$ cat src/sv/mffd_pkg.sv
// Shared types and constants of the motor feedback frame decoder.
package mffd_pkg;

  localparam int NUM_MOTORS_DEF = 4;
  localparam int FRAC_BITS_DEF  = 16;

  localparam int CFG_ADDR_W = 3;
  localparam logic REG_MODEL_MASK = 1'b0;
  localparam logic REG_EMA_ALPHA  = 1'b1;
  localparam logic [3:0]  MODEL_MASK_RESET = 4'd3;
  localparam logic [16:0] EMA_ALPHA_RESET  = 17'd13107;
  localparam logic [16:0] ALPHA_ONE        = 17'h10000;
  localparam int ALPHA_FRAC = 16;
  localparam int ALPHA_HALF = 32768;

  localparam int QUEUE_DEPTH = 2;

  localparam int WIDE_BITS   = 16;
  localparam int NARROW_BITS = 12;
  localparam logic [15:0] DEN_WIDE   = 16'hFFFF;
  localparam logic [11:0] DEN_NARROW = 12'hFFF;

  // Twice the span of each range, in real units.
  localparam logic [6:0] POS_SPAN2    = 7'd50;
  localparam logic [6:0] VEL_SPAN2_M1 = 7'd40;
  localparam logic [6:0] VEL_SPAN2_M0 = 7'd120;
  localparam logic [6:0] TRQ_SPAN2_M1 = 7'd112;
  localparam logic [6:0] TRQ_SPAN2_M0 = 7'd40;

  typedef struct packed {
    logic [3:0]  slot;
    logic        model;
    logic [3:0]  error_code;
    logic [15:0] pcode;
    logic [11:0] vcode;
    logic [11:0] tcode;
    logic [7:0]  driver_temp;
    logic [7:0]  rotor_temp;
  } item_t;

endpackage

$ cat src/sv/mffd_front.sv
// Front end: takes frames, filters identifiers and unpacks the fields.
module mffd_front #(
  parameter int NUM_MOTORS = mffd_pkg::NUM_MOTORS_DEF
) (
  input  logic              rst,
  input  logic              frame_valid,
  output logic              frame_stall,
  input  logic [10:0]       frame_id,
  input  logic [7:0]        byte0,
  input  logic [7:0]        byte1,
  input  logic [7:0]        byte2,
  input  logic [7:0]        byte3,
  input  logic [7:0]        byte4,
  input  logic [7:0]        byte5,
  input  logic [7:0]        byte6,
  input  logic [7:0]        byte7,
  input  logic [3:0]        model_select_mask,
  input  logic              queue_full,
  output logic              push,
  output mffd_pkg::item_t   item
);
  import mffd_pkg::*;

  logic [10:0] id_m1;
  logic        id_ok;

  always_comb begin
    id_m1 = frame_id - 11'd1;
    id_ok = (frame_id != 11'd0) && (frame_id <= 11'(NUM_MOTORS));
    item.slot        = id_m1[3:0];
    item.model       = (id_m1[3:2] == 2'b00) ? model_select_mask[id_m1[1:0]] : 1'b0;
    item.error_code  = byte0[7:4];
    item.pcode       = {byte1, byte2};
    item.vcode       = {byte3, byte4[7:4]};
    item.tcode       = {byte4[3:0], byte5};
    item.driver_temp = byte6;
    item.rotor_temp  = byte7;
  end

  assign frame_stall = queue_full;
  assign push = frame_valid && !queue_full && id_ok && !rst;

endmodule

$ cat src/sv/mffd_queue.sv
// Short queue of unpacked frames between the front end and the back end.
module mffd_queue (
  input  logic            clk,
  input  logic            rst,
  input  logic            push,
  input  mffd_pkg::item_t wr_item,
  input  logic            pop,
  output mffd_pkg::item_t rd_item,
  output logic            full,
  output logic            empty
);
  import mffd_pkg::*;

  localparam int PTR_W = (QUEUE_DEPTH > 1) ? $clog2(QUEUE_DEPTH) : 1;
  localparam int CNT_W = $clog2(QUEUE_DEPTH + 1);

  item_t             entries [QUEUE_DEPTH];
  logic [PTR_W-1:0]  wr_ptr;
  logic [PTR_W-1:0]  rd_ptr;
  logic [CNT_W-1:0]  count;

  assign full    = (count == CNT_W'(QUEUE_DEPTH));
  assign empty   = (count == '0);
  assign rd_item = entries[rd_ptr];

  always_ff @(posedge clk) begin
    if (rst) begin
      wr_ptr <= '0;
      rd_ptr <= '0;
      count  <= '0;
    end else begin
      if (push) begin
        wr_ptr <= (wr_ptr == PTR_W'(QUEUE_DEPTH - 1)) ? '0 : wr_ptr + PTR_W'(1);
      end
      if (pop) begin
        rd_ptr <= (rd_ptr == PTR_W'(QUEUE_DEPTH - 1)) ? '0 : rd_ptr + PTR_W'(1);
      end
      if (push && !pop) begin
        count <= count + CNT_W'(1);
      end else if (pop && !push) begin
        count <= count - CNT_W'(1);
      end
    end
  end

  always_ff @(posedge clk) begin
    if (push) begin
      entries[wr_ptr] <= wr_item;
    end
  end

endmodule

$ cat src/sv/mffd_fold.sv
// Divider by 2^b-1 that folds b-bit digits, one fold per cycle, then halves.
module mffd_fold #(
  parameter int FRAC_BITS = mffd_pkg::FRAC_BITS_DEF
) (
  input  logic                 clk,
  input  logic                 rst,
  input  logic                 start,
  input  logic                 wide,
  input  logic [FRAC_BITS+22:0] num,
  output logic                 busy,
  output logic [FRAC_BITS+6:0] quot
);
  import mffd_pkg::*;

  localparam int NW = FRAC_BITS + 23;
  localparam int QW = FRAC_BITS + 7;

  logic [NW-1:0] rem;
  logic [NW-1:0] acc;
  logic          wide_r;
  logic [NW-1:0] hi;
  logic [NW-1:0] lo;
  logic [NW-1:0] den;
  logic [NW-1:0] sum;
  logic          last;

  always_comb begin
    if (wide_r) begin
      hi  = rem >> WIDE_BITS;
      lo  = NW'(rem[WIDE_BITS-1:0]);
      den = NW'(DEN_WIDE);
    end else begin
      hi  = rem >> NARROW_BITS;
      lo  = NW'(rem[NARROW_BITS-1:0]);
      den = NW'(DEN_NARROW);
    end
    last = (hi == '0);
    sum  = acc + NW'(rem == den);
  end

  always_ff @(posedge clk) begin
    if (rst) begin
      busy <= 1'b0;
    end else if (start) begin
      busy <= 1'b1;
    end else if (busy && last) begin
      busy <= 1'b0;
    end
  end

  always_ff @(posedge clk) begin
    if (start) begin
      rem    <= num;
      acc    <= '0;
      wide_r <= wide;
    end else if (busy && !last) begin
      acc <= acc + hi;
      rem <= hi + lo;
    end
    if (busy && last) begin
      quot <= sum[QW:1];
    end
  end

endmodule

$ cat src/sv/mffd_back.sv
// Back end: scales the codes, updates the velocity average and holds the result.
module mffd_back #(
  parameter int NUM_MOTORS = mffd_pkg::NUM_MOTORS_DEF,
  parameter int FRAC_BITS  = mffd_pkg::FRAC_BITS_DEF
) (
  input  logic                        clk,
  input  logic                        rst,
  input  logic                        queue_empty,
  input  mffd_pkg::item_t             queue_item,
  output logic                        pop,
  input  logic [16:0]                 alpha,
  output logic                        result_valid,
  input  logic                        result_stall,
  output logic [1:0]                  slot,
  output logic [3:0]                  error_code,
  output logic signed [FRAC_BITS+4:0] position,
  output logic signed [FRAC_BITS+5:0] velocity,
  output logic signed [FRAC_BITS+5:0] filtered_velocity,
  output logic signed [FRAC_BITS+5:0] torque,
  output logic signed [7:0]           driver_temp,
  output logic signed [7:0]           rotor_temp
);
  import mffd_pkg::*;

  localparam int POS_W  = FRAC_BITS + 5;
  localparam int VEL_W  = FRAC_BITS + 6;
  localparam int NW     = FRAC_BITS + 23;
  localparam int QW     = FRAC_BITS + 7;
  localparam int RW     = FRAC_BITS + 8;
  localparam int PW     = VEL_W + 19;
  localparam int SLOT_W = (NUM_MOTORS > 1) ? $clog2(NUM_MOTORS) : 1;

  localparam logic [1:0] S_IDLE = 2'd0;
  localparam logic [1:0] S_CONV = 2'd1;
  localparam logic [1:0] S_MUL  = 2'd2;
  localparam logic [1:0] S_UPD  = 2'd3;

  logic [1:0]              state;
  item_t                   item_r;
  logic                    start;
  logic [NW-1:0]           pos_num;
  logic [NW-1:0]           vel_num;
  logic [NW-1:0]           trq_num;
  logic [6:0]              vel_span_in;
  logic [6:0]              trq_span_in;
  logic [6:0]              vel_span_r;
  logic [6:0]              trq_span_r;
  logic                    pos_busy;
  logic                    vel_busy;
  logic                    trq_busy;
  logic [QW-1:0]           pos_q;
  logic [QW-1:0]           vel_q;
  logic [QW-1:0]           trq_q;
  logic [RW-1:0]           pos_ofs;
  logic [RW-1:0]           vel_ofs;
  logic [RW-1:0]           trq_ofs;
  logic signed [RW-1:0]    pos_full;
  logic signed [RW-1:0]    vel_full;
  logic signed [RW-1:0]    trq_full;
  logic signed [POS_W-1:0] pos_r;
  logic signed [VEL_W-1:0] vel_r;
  logic signed [VEL_W-1:0] trq_r;
  logic signed [VEL_W-1:0] filt_mem [NUM_MOTORS];
  logic [SLOT_W-1:0]       idx;
  logic signed [VEL_W-1:0] filt_cur;
  logic signed [VEL_W-1:0] filt_r;
  logic signed [VEL_W:0]   diff;
  logic signed [PW-1:0]    prod_r;
  logic signed [PW-1:0]    rnd;
  logic signed [VEL_W-1:0] filt_new;
  logic                    out_free;
  logic                    finish;

  assign start    = (state == S_IDLE) && !queue_empty;
  assign pop      = start;
  assign out_free = !result_valid || !result_stall;
  assign finish   = (state == S_UPD) && out_free;
  assign idx      = item_r.slot[SLOT_W-1:0];
  assign filt_cur = filt_mem[idx];

  always_comb begin
    vel_span_in = queue_item.model ? VEL_SPAN2_M1 : VEL_SPAN2_M0;
    trq_span_in = queue_item.model ? TRQ_SPAN2_M1 : TRQ_SPAN2_M0;
    pos_num = ((NW'(queue_item.pcode) * NW'(POS_SPAN2)) << FRAC_BITS) + NW'(DEN_WIDE);
    vel_num = ((NW'(queue_item.vcode) * NW'(vel_span_in)) << FRAC_BITS) + NW'(DEN_NARROW);
    trq_num = ((NW'(queue_item.tcode) * NW'(trq_span_in)) << FRAC_BITS) + NW'(DEN_NARROW);

    // The lower end of each range is minus half its span.
    pos_ofs  = RW'(POS_SPAN2) << (FRAC_BITS - 2);
    vel_ofs  = RW'(vel_span_r) << (FRAC_BITS - 2);
    trq_ofs  = RW'(trq_span_r) << (FRAC_BITS - 2);
    pos_full = $signed({1'b0, pos_q}) - $signed(pos_ofs);
    vel_full = $signed({1'b0, vel_q}) - $signed(vel_ofs);
    trq_full = $signed({1'b0, trq_q}) - $signed(trq_ofs);

    diff     = {vel_r[VEL_W-1], vel_r} - {filt_cur[VEL_W-1], filt_cur};
    rnd      = (prod_r + PW'(ALPHA_HALF)) >>> ALPHA_FRAC;
    filt_new = filt_r + rnd[VEL_W-1:0];
  end

  mffd_fold #(.FRAC_BITS(FRAC_BITS)) u_pos_fold (
    .clk(clk), .rst(rst), .start(start), .wide(1'b1),
    .num(pos_num), .busy(pos_busy), .quot(pos_q)
  );

  mffd_fold #(.FRAC_BITS(FRAC_BITS)) u_vel_fold (
    .clk(clk), .rst(rst), .start(start), .wide(1'b0),
    .num(vel_num), .busy(vel_busy), .quot(vel_q)
  );

  mffd_fold #(.FRAC_BITS(FRAC_BITS)) u_trq_fold (
    .clk(clk), .rst(rst), .start(start), .wide(1'b0),
    .num(trq_num), .busy(trq_busy), .quot(trq_q)
  );

  always_ff @(posedge clk) begin
    if (rst) begin
      state <= S_IDLE;
    end else begin
      unique case (state)
        S_IDLE: begin
          if (start) begin
            state <= S_CONV;
          end
        end
        S_CONV: begin
          if (!pos_busy && !vel_busy && !trq_busy) begin
            state <= S_MUL;
          end
        end
        S_MUL: begin
          state <= S_UPD;
        end
        S_UPD: begin
          if (out_free) begin
            state <= S_IDLE;
          end
        end
        default: begin
          state <= S_IDLE;
        end
      endcase
    end
  end

  always_ff @(posedge clk) begin
    if (start) begin
      item_r     <= queue_item;
      vel_span_r <= vel_span_in;
      trq_span_r <= trq_span_in;
    end
    if ((state == S_CONV) && !pos_busy && !vel_busy && !trq_busy) begin
      pos_r <= pos_full[POS_W-1:0];
      vel_r <= vel_full[VEL_W-1:0];
      trq_r <= trq_full[VEL_W-1:0];
    end
    if (state == S_MUL) begin
      prod_r <= $signed({1'b0, alpha}) * diff;
      filt_r <= filt_cur;
    end
  end

  always_ff @(posedge clk) begin
    if (rst) begin
      for (int i = 0; i < NUM_MOTORS; i++) begin
        filt_mem[i] <= '0;
      end
    end else if (finish) begin
      filt_mem[idx] <= filt_new;
    end
  end

  always_ff @(posedge clk) begin
    if (rst) begin
      result_valid <= 1'b0;
    end else if (finish) begin
      result_valid <= 1'b1;
    end else if (!result_stall) begin
      result_valid <= 1'b0;
    end
  end

  always_ff @(posedge clk) begin
    if (finish) begin
      slot              <= item_r.slot[1:0];
      error_code        <= item_r.error_code;
      position          <= pos_r;
      velocity          <= vel_r;
      filtered_velocity <= filt_new;
      torque            <= trq_r;
      driver_temp       <= $signed(item_r.driver_temp);
      rotor_temp        <= $signed(item_r.rotor_temp);
    end
  end

endmodule

$ cat src/sv/motor_feedback_frame_decoder.sv
// Top level of the motor feedback frame decoder with its register port.
// Each frame transfer whose identifier lies in 1 to NUM_MOTORS yields one
// result transfer; frames with any other identifier are dropped by the front
// end in the cycle they are taken. Position, velocity and torque are scaled
// to signed fixed point with FRAC_BITS fraction bits, rounded to nearest, and
// each slot keeps a moving average of velocity that starts at zero after reset.
// An accepted frame passes through the back end in order: it is taken from
// the queue, the three constant dividers fold the scaled code one 12- or
// 16-bit digit per cycle in parallel, then finish and have their quotients
// collected, the smoothing multiply follows, and then the average is updated
// and the output register loaded; a stalled result holds in the output
// register. A two-entry queue lets the front end keep taking frames while
// the back end works and while a finished result waits on the output.
module motor_feedback_frame_decoder #(
  parameter int NUM_MOTORS = mffd_pkg::NUM_MOTORS_DEF,
  parameter int FRAC_BITS  = mffd_pkg::FRAC_BITS_DEF
) (
  input  logic                              clk,
  input  logic                              rst,
  input  logic                              psel,
  input  logic                              penable,
  input  logic                              pwrite,
  input  logic [mffd_pkg::CFG_ADDR_W-1:0]   paddr,
  input  logic [31:0]                       pwdata,
  output logic [31:0]                       prdata,
  output logic                              pready,
  input  logic                              frame_valid,
  output logic                              frame_stall,
  input  logic [10:0]                       frame_id,
  input  logic [7:0]                        byte0,
  input  logic [7:0]                        byte1,
  input  logic [7:0]                        byte2,
  input  logic [7:0]                        byte3,
  input  logic [7:0]                        byte4,
  input  logic [7:0]                        byte5,
  input  logic [7:0]                        byte6,
  input  logic [7:0]                        byte7,
  output logic                              result_valid,
  input  logic                              result_stall,
  output logic [1:0]                        slot,
  output logic [3:0]                        error_code,
  output logic signed [FRAC_BITS+4:0]       position,
  output logic signed [FRAC_BITS+5:0]       velocity,
  output logic signed [FRAC_BITS+5:0]       filtered_velocity,
  output logic signed [FRAC_BITS+5:0]       torque,
  output logic signed [7:0]                 driver_temp,
  output logic signed [7:0]                 rotor_temp
);
  import mffd_pkg::*;

  logic [3:0]  model_select_mask;
  logic [16:0] ema_alpha;
  logic [16:0] alpha_sat;
  logic        reg_write;
  logic        reg_sel;
  logic        push;
  logic        pop;
  logic        queue_full;
  logic        queue_empty;
  item_t       wr_item;
  item_t       rd_item;

  assign pready    = 1'b1;
  assign reg_sel   = paddr[CFG_ADDR_W-1];
  assign reg_write = psel && penable && pwrite && pready;
  assign alpha_sat = ema_alpha[16] ? ALPHA_ONE : ema_alpha;

  always_ff @(posedge clk) begin
    if (rst) begin
      model_select_mask <= MODEL_MASK_RESET;
      ema_alpha         <= EMA_ALPHA_RESET;
    end else if (reg_write) begin
      unique case (reg_sel)
        REG_MODEL_MASK: model_select_mask <= pwdata[3:0];
        REG_EMA_ALPHA:  ema_alpha         <= pwdata[16:0];
        default:        model_select_mask <= model_select_mask;
      endcase
    end
  end

  always_comb begin
    unique case (reg_sel)
      REG_MODEL_MASK: prdata = {28'd0, model_select_mask};
      REG_EMA_ALPHA:  prdata = {15'd0, ema_alpha};
      default:        prdata = '0;
    endcase
  end

  mffd_front #(.NUM_MOTORS(NUM_MOTORS)) u_front (
    .rst(rst),
    .frame_valid(frame_valid),
    .frame_stall(frame_stall),
    .frame_id(frame_id),
    .byte0(byte0),
    .byte1(byte1),
    .byte2(byte2),
    .byte3(byte3),
    .byte4(byte4),
    .byte5(byte5),
    .byte6(byte6),
    .byte7(byte7),
    .model_select_mask(model_select_mask),
    .queue_full(queue_full),
    .push(push),
    .item(wr_item)
  );

  mffd_queue u_queue (
    .clk(clk),
    .rst(rst),
    .push(push),
    .wr_item(wr_item),
    .pop(pop),
    .rd_item(rd_item),
    .full(queue_full),
    .empty(queue_empty)
  );

  mffd_back #(.NUM_MOTORS(NUM_MOTORS), .FRAC_BITS(FRAC_BITS)) u_back (
    .clk(clk),
    .rst(rst),
    .queue_empty(queue_empty),
    .queue_item(rd_item),
    .pop(pop),
    .alpha(alpha_sat),
    .result_valid(result_valid),
    .result_stall(result_stall),
    .slot(slot),
    .error_code(error_code),
    .position(position),
    .velocity(velocity),
    .filtered_velocity(filtered_velocity),
    .torque(torque),
    .driver_temp(driver_temp),
    .rotor_temp(rotor_temp)
  );

endmodule

$ cat config.mk
export PLATFORM = sky130hd
export DESIGN_NAME = motor_feedback_frame_decoder
export DESIGN_NICKNAME = d
export VERILOG_FILES = /design/src/sv/mffd_pkg.sv /design/src/sv/mffd_front.sv /design/src/sv/mffd_queue.sv /design/src/sv/mffd_fold.sv /design/src/sv/mffd_back.sv /design/src/sv/motor_feedback_frame_decoder.sv
export SDC_FILE = /design/constraint.sdc
export NUM_CORES = 2
export LEC_CHECK = 0
export ABC_AREA = 1
export ABC_CLOCK_PERIOD_IN_PS = 7400
export BUFFER_PORTS_ARGS = -buffer_cell sky130_fd_sc_hd__clkbuf_2
export CAP_MARGIN = 20
export CORE_AREA = 2 2 357 359
export DETAILED_ROUTE_END_ITERATION = 8
export DIE_AREA = 0 0 359 361
export GPL_TIMING_DRIVEN = 0
export PLACE_DENSITY = 0.69
export SKIP_LAST_GASP = 1
export SLEW_MARGIN = 30
export SYNTH_ARGS = -nofsm -noshare
export SYNTH_HDL_FRONTEND = slang
export SYNTH_HIERARCHICAL = 1
export SYNTH_SLANG_ARGS = --single-unit
$ cat constraint.sdc
create_clock -name clk -period 7.4 [get_ports clk]
set_input_delay 0.37 -clock clk [delete_from_list [all_inputs] [get_ports clk]]
set_output_delay 0.37 -clock clk [all_outputs]
set_load 0.03 [all_outputs]
# After elaboration in Yosys (flattened, before gate mapping)
# Memory sizes are Yosys's and may differ from the RTL's. A register that Yosys moved wholly into a read port is not among the register bits.
# Index checks and enable logic that the tools add are counted.
# Widths: inputs -> output; s select.
# classes
eq_ne,11
magnitude_cmp,2
mux,42
add_sub_neg,23
mul,4
bitwise_logic,1
n_reduce_logical,53
# ops
cell,n
$mux 39,6
$logic_not 39->1,3
$add 39x27->39,2
$eq 39x12->1 const B,2
$add 35x12->36 const B,2
$pmux 32 s2,1
$add 27x12->28,2
$add 23x1->23,2
$sub 22x21->22,2
$add 38x16->39 const B,1
$add 39x23->39,1
$eq 39x16->1 const B,1
$add 38x17->38 const B,1
$mul 12x7->19,2
$mul 18x23->38,1
$add 23x16->24,1
$sub 22x22->23,1
$add 22x1->22,1
$add 22x22->22,1
$mux 1,22
$mux 22,1
$reduce_or 22->1,1
$logic_and 1x1->1,21
$mul 16x5->21 const B,1
other kinds (24),57
# word_totals
ram_bits,218
register_bits,600
n_memories,2
elab_cells,176
out_inout_bits,144
in_bits,117
# mem_list
name,depth,width,rd,rd_clocked_by_memory_dff,write_ports,line,text
u_queue.entries,2,65,1,1,1,mffd_queue.sv:17,item_t entries [QUEUE_DEPTH];
u_back.filt_mem,4,22,1,1,4,mffd_back.sv:63,logic signed [VEL_W-1:0] filt_mem [NUM_MOTORS];

# Depth between registers and ports, before layout
# logic_depth
word_depth,9
mapped_depth,46
mapped_depth_nobuf,44

# Hierarchy
# Netlist, hierarchy kept.
# modules_own_cells
module,cells_per_inst,instances,area_per_inst_um2
mffd_back,3420,1,32565.0
mffd_fold (u_back.u_pos_fold ...),1245,2,7703.6
mffd_fold (u_back.u_vel_fold),1171,1,7553.5
mffd_queue,235,1,5122.4
motor_feedback_frame_decoder,208,1,1272.5
mffd_front,101,1,651.9

# Worst setup path after synthesis
# Ideal clock, no wire load.
# synth_path
path_type,register to register
from,register u_back.result_valid
to,"memory u_back/filt_mem[3][0] in the netlist's numbering, enable pin"
slack_ns,-0.440
arrival_time_ns,7.405
setup_time_ns,0.435
stages_incl_launch_ff,6
period_less_slack_ns,7.840
n_path_buf,0
path_cell_list,dfxtp_1 nand2_1 inv_1 nor2_1 inv_1 o31ai_1
# synth_lines
element,line,text
from (decl),mffd_back.sv:12,"output logic result_valid,"
from (signal assigned),mffd_back.sv:175,result_valid <= 1'b0;
from (signal assigned),mffd_back.sv:177,result_valid <= 1'b1;
from (signal assigned),mffd_back.sv:179,result_valid <= 1'b0;
to (decl),mffd_back.sv:63,

==> flow_metrics.tcl <==
set metrics [dict create \
    outcome "complete, but fails checks" \
    violations "setup timing" \
    cts_sinks 744 \
    hpwlAfterDp_mm 143 \
    grt_max_degree 47 \
    endpoint_kind "flop" \
    grt-ovfl-total 0 \
    tns_ns -6.84 \
    drive_gt1_frac 0.148 \
    die_x_um 359 \
    syn_to_final_growth_pct 18.8 \
    clock_skew_ns 0.0474 \
    drt_iter0_drc 4336 \
    whs_ns 0.0569 \
    drt_pass1_iterations 8 \
    route.detailed.drc 0 \
    avgRoutedWirePerCell_um 18.8 \
    grt_first_pass_wirelength_mm 280 \
    setup.worst_path.class "flop to flop" \
    fp.dieH_um 361 \
    synth_area_um2 61700 \
    synth.yosys.warnings 6 \
    worst-endpoint-arrival_ns 8.31 \
    dieArea_um2 130000 \
    final-seq-area_um2 21300 \
    io_buffers 162 \
    cap_viol_max_count 0 \
    cts_tree "built" \
    clk_pin_slew_ns 0.06 \
    crit_top_cell "fa_1" \
    grtUsageTotal 0.279 \
    cts.htree.levels 3 \
    final_cell_area_um2 73300 \
    final_util 0.585 \
    grt_setup_unrepaired "yes" \
    start_util 0.492 \
    via_per_inst 5.26 \
    ant_nets 0 \
    nFillCells 10900 \
    fin_nets 9038 \
    drv_slew 0 \
    avgSynthCellArea_um2 8.24 \
    crit_fanout 8 \
    antenna_cells 0 \
    startpoint_type "flop" \
    core_um2 125000 \
    grt_pass1_vias 50700 \
    period_share 1.06 \
    io_pins 261 \
    cp_slowest_cell "fa_1" \
    clkLatencyLatePin_ns 0.73 \
    drt_wl_total_mm 185 \
    syn_inst 7494 \
    via_count 51600 \
    hold_path_depth 4 \
    setup_viol 21 \
    antenna_found_initial 5 \
    post_dp_cell_area_um2 65500 \
    multiInputGateArea_um2 36300 \
    worst-slew-pin-transition_ns 0.989 \
    timing.final.crit_period_ns 7.84 \
    place_congestion 0.996 \
    cp_slowest_stage_delay_ns 0.54 \
    fp-row-count 130 \
    cts_buffer_depth 3 \
    required_ns 7.87 \
    numCtsBuffers 83 \
    reg2reg_depth 38 \
    hold_violations 0 \
    fmax_mhz 128 \
    setup_slack_ns -0.439 \
    hp-class "input pin to flop" \
    slew_headroom 0.334 \
    root_buffer "clkbuf_16" \
]
-- stage by stage --
step / setup slack [ns] / instances
global route: -0.647 / 9800
detailed placement: -2.01 / 9405
floorplan: 0.0108 / 7574
finish: -0.439 / 9800
CTS: -0.302 / 9743
global placement: -2.07 / 9386
-- what timing repair did --
item / CTS / global route
pin swaps: 140 / 186
buffers inserted: 108 / 55
hold endpoints to repair: 131 / 0
cloned: 5 / 4
gates resized for setup: 380 / 218
setup endpoints to repair: 23 / 23
hold buffers: 71 / 0
-- state kept, by name, summed over array words and instances (netlist names), 23 cells and up, named ones only --
signal                 flops
u_back/filt_mem           88
u_back/prod_r             23
u_back/u_pos_fold/rem     39
u_back/u_trq_fold/acc     23
u_back/u_trq_fold/rem     39
u_back/u_vel_fold/acc     23
u_back/u_vel_fold/rem     39
u_queue/entries          126
-- placed cells by master (no fill, tap or decap), types with 50 or more instances in the layout --
cell type,n
a21oi_1,208
buf_4,214
buf_6,57
clkbuf_1,76
clkbuf_16,96
clkbuf_2,164
conb_1,84
dfxtp_1,101
dlygate4sd3_1,71
edfxtp_1,642
fa_1,406
ha_1,363
inv_1,1319
mux2_4,50
nand2_1,1961
nand2_2,82
nand3_1,327
nand4_1,61
nor2_1,796
nor3_1,52
o21ai_0,101
o21ai_1,56
xor2_1,139
-- critical path, delay by kind of cell (launching register included) --
| kind | cells | cell delay (ns) |
|---|---|---|
| AO/OA/AOI/OAI | 8 | 1.25 |
| XOR/XNOR | 1 | 0.16 |
| adder cells (fa/ha/maj) | 9 | 3.70 |
| buffers and inverters | 10 | 1.16 |
| flip-flops | 1 | 0.36 |
| AND/OR/NAND/NOR | 10 | 0.90 |
-- path summary, 6_finish.rpt --
| check | start | endpoint | slack (ns) |
|---|---|---|---|
| setup / recovery | flop | u_back/prod_r[35] | -0.44 |
| hold / removal | paddr[2] | ema_alpha[15] | 0.06 |
| setup reg to reg | flop | u_back/prod_r[35] | -0.44 |
| hold reg to reg | u_back/u_trq_fold/quot[16] | u_back/trq_r[16] | 0.39 |
-- metal layers --
layer  vias up  GRT usage  routed length [µm]
met1     24600      0.360               76300
li1      24500          -                   -
met5         -          0                  13
met3       439     0.0487               14200
met4         2      0.123                8640
met2      2006      0.460               85500
-- final cells by class --
| class | count | share of cell area |
|---|---|---|
| timing repair inverter | 1 | 0.000222 |
| sequential | 744 | 0.291 |
| buffer | 222 | 0.0232 |
| clock inverter | 57 | 0.0105 |
| timing repair buffer | 422 | 0.0483 |
| multi-input combinational | 5214 | 0.496 |
| tap | 1650 | 0.0282 |
| clock buffer | 97 | 0.0306 |
| inverter | 1393 | 0.0727 |
Power is left out: the tool's default activity adds up to more than one toggle a clock period on the data nets, which glitch-free logic cannot reach.
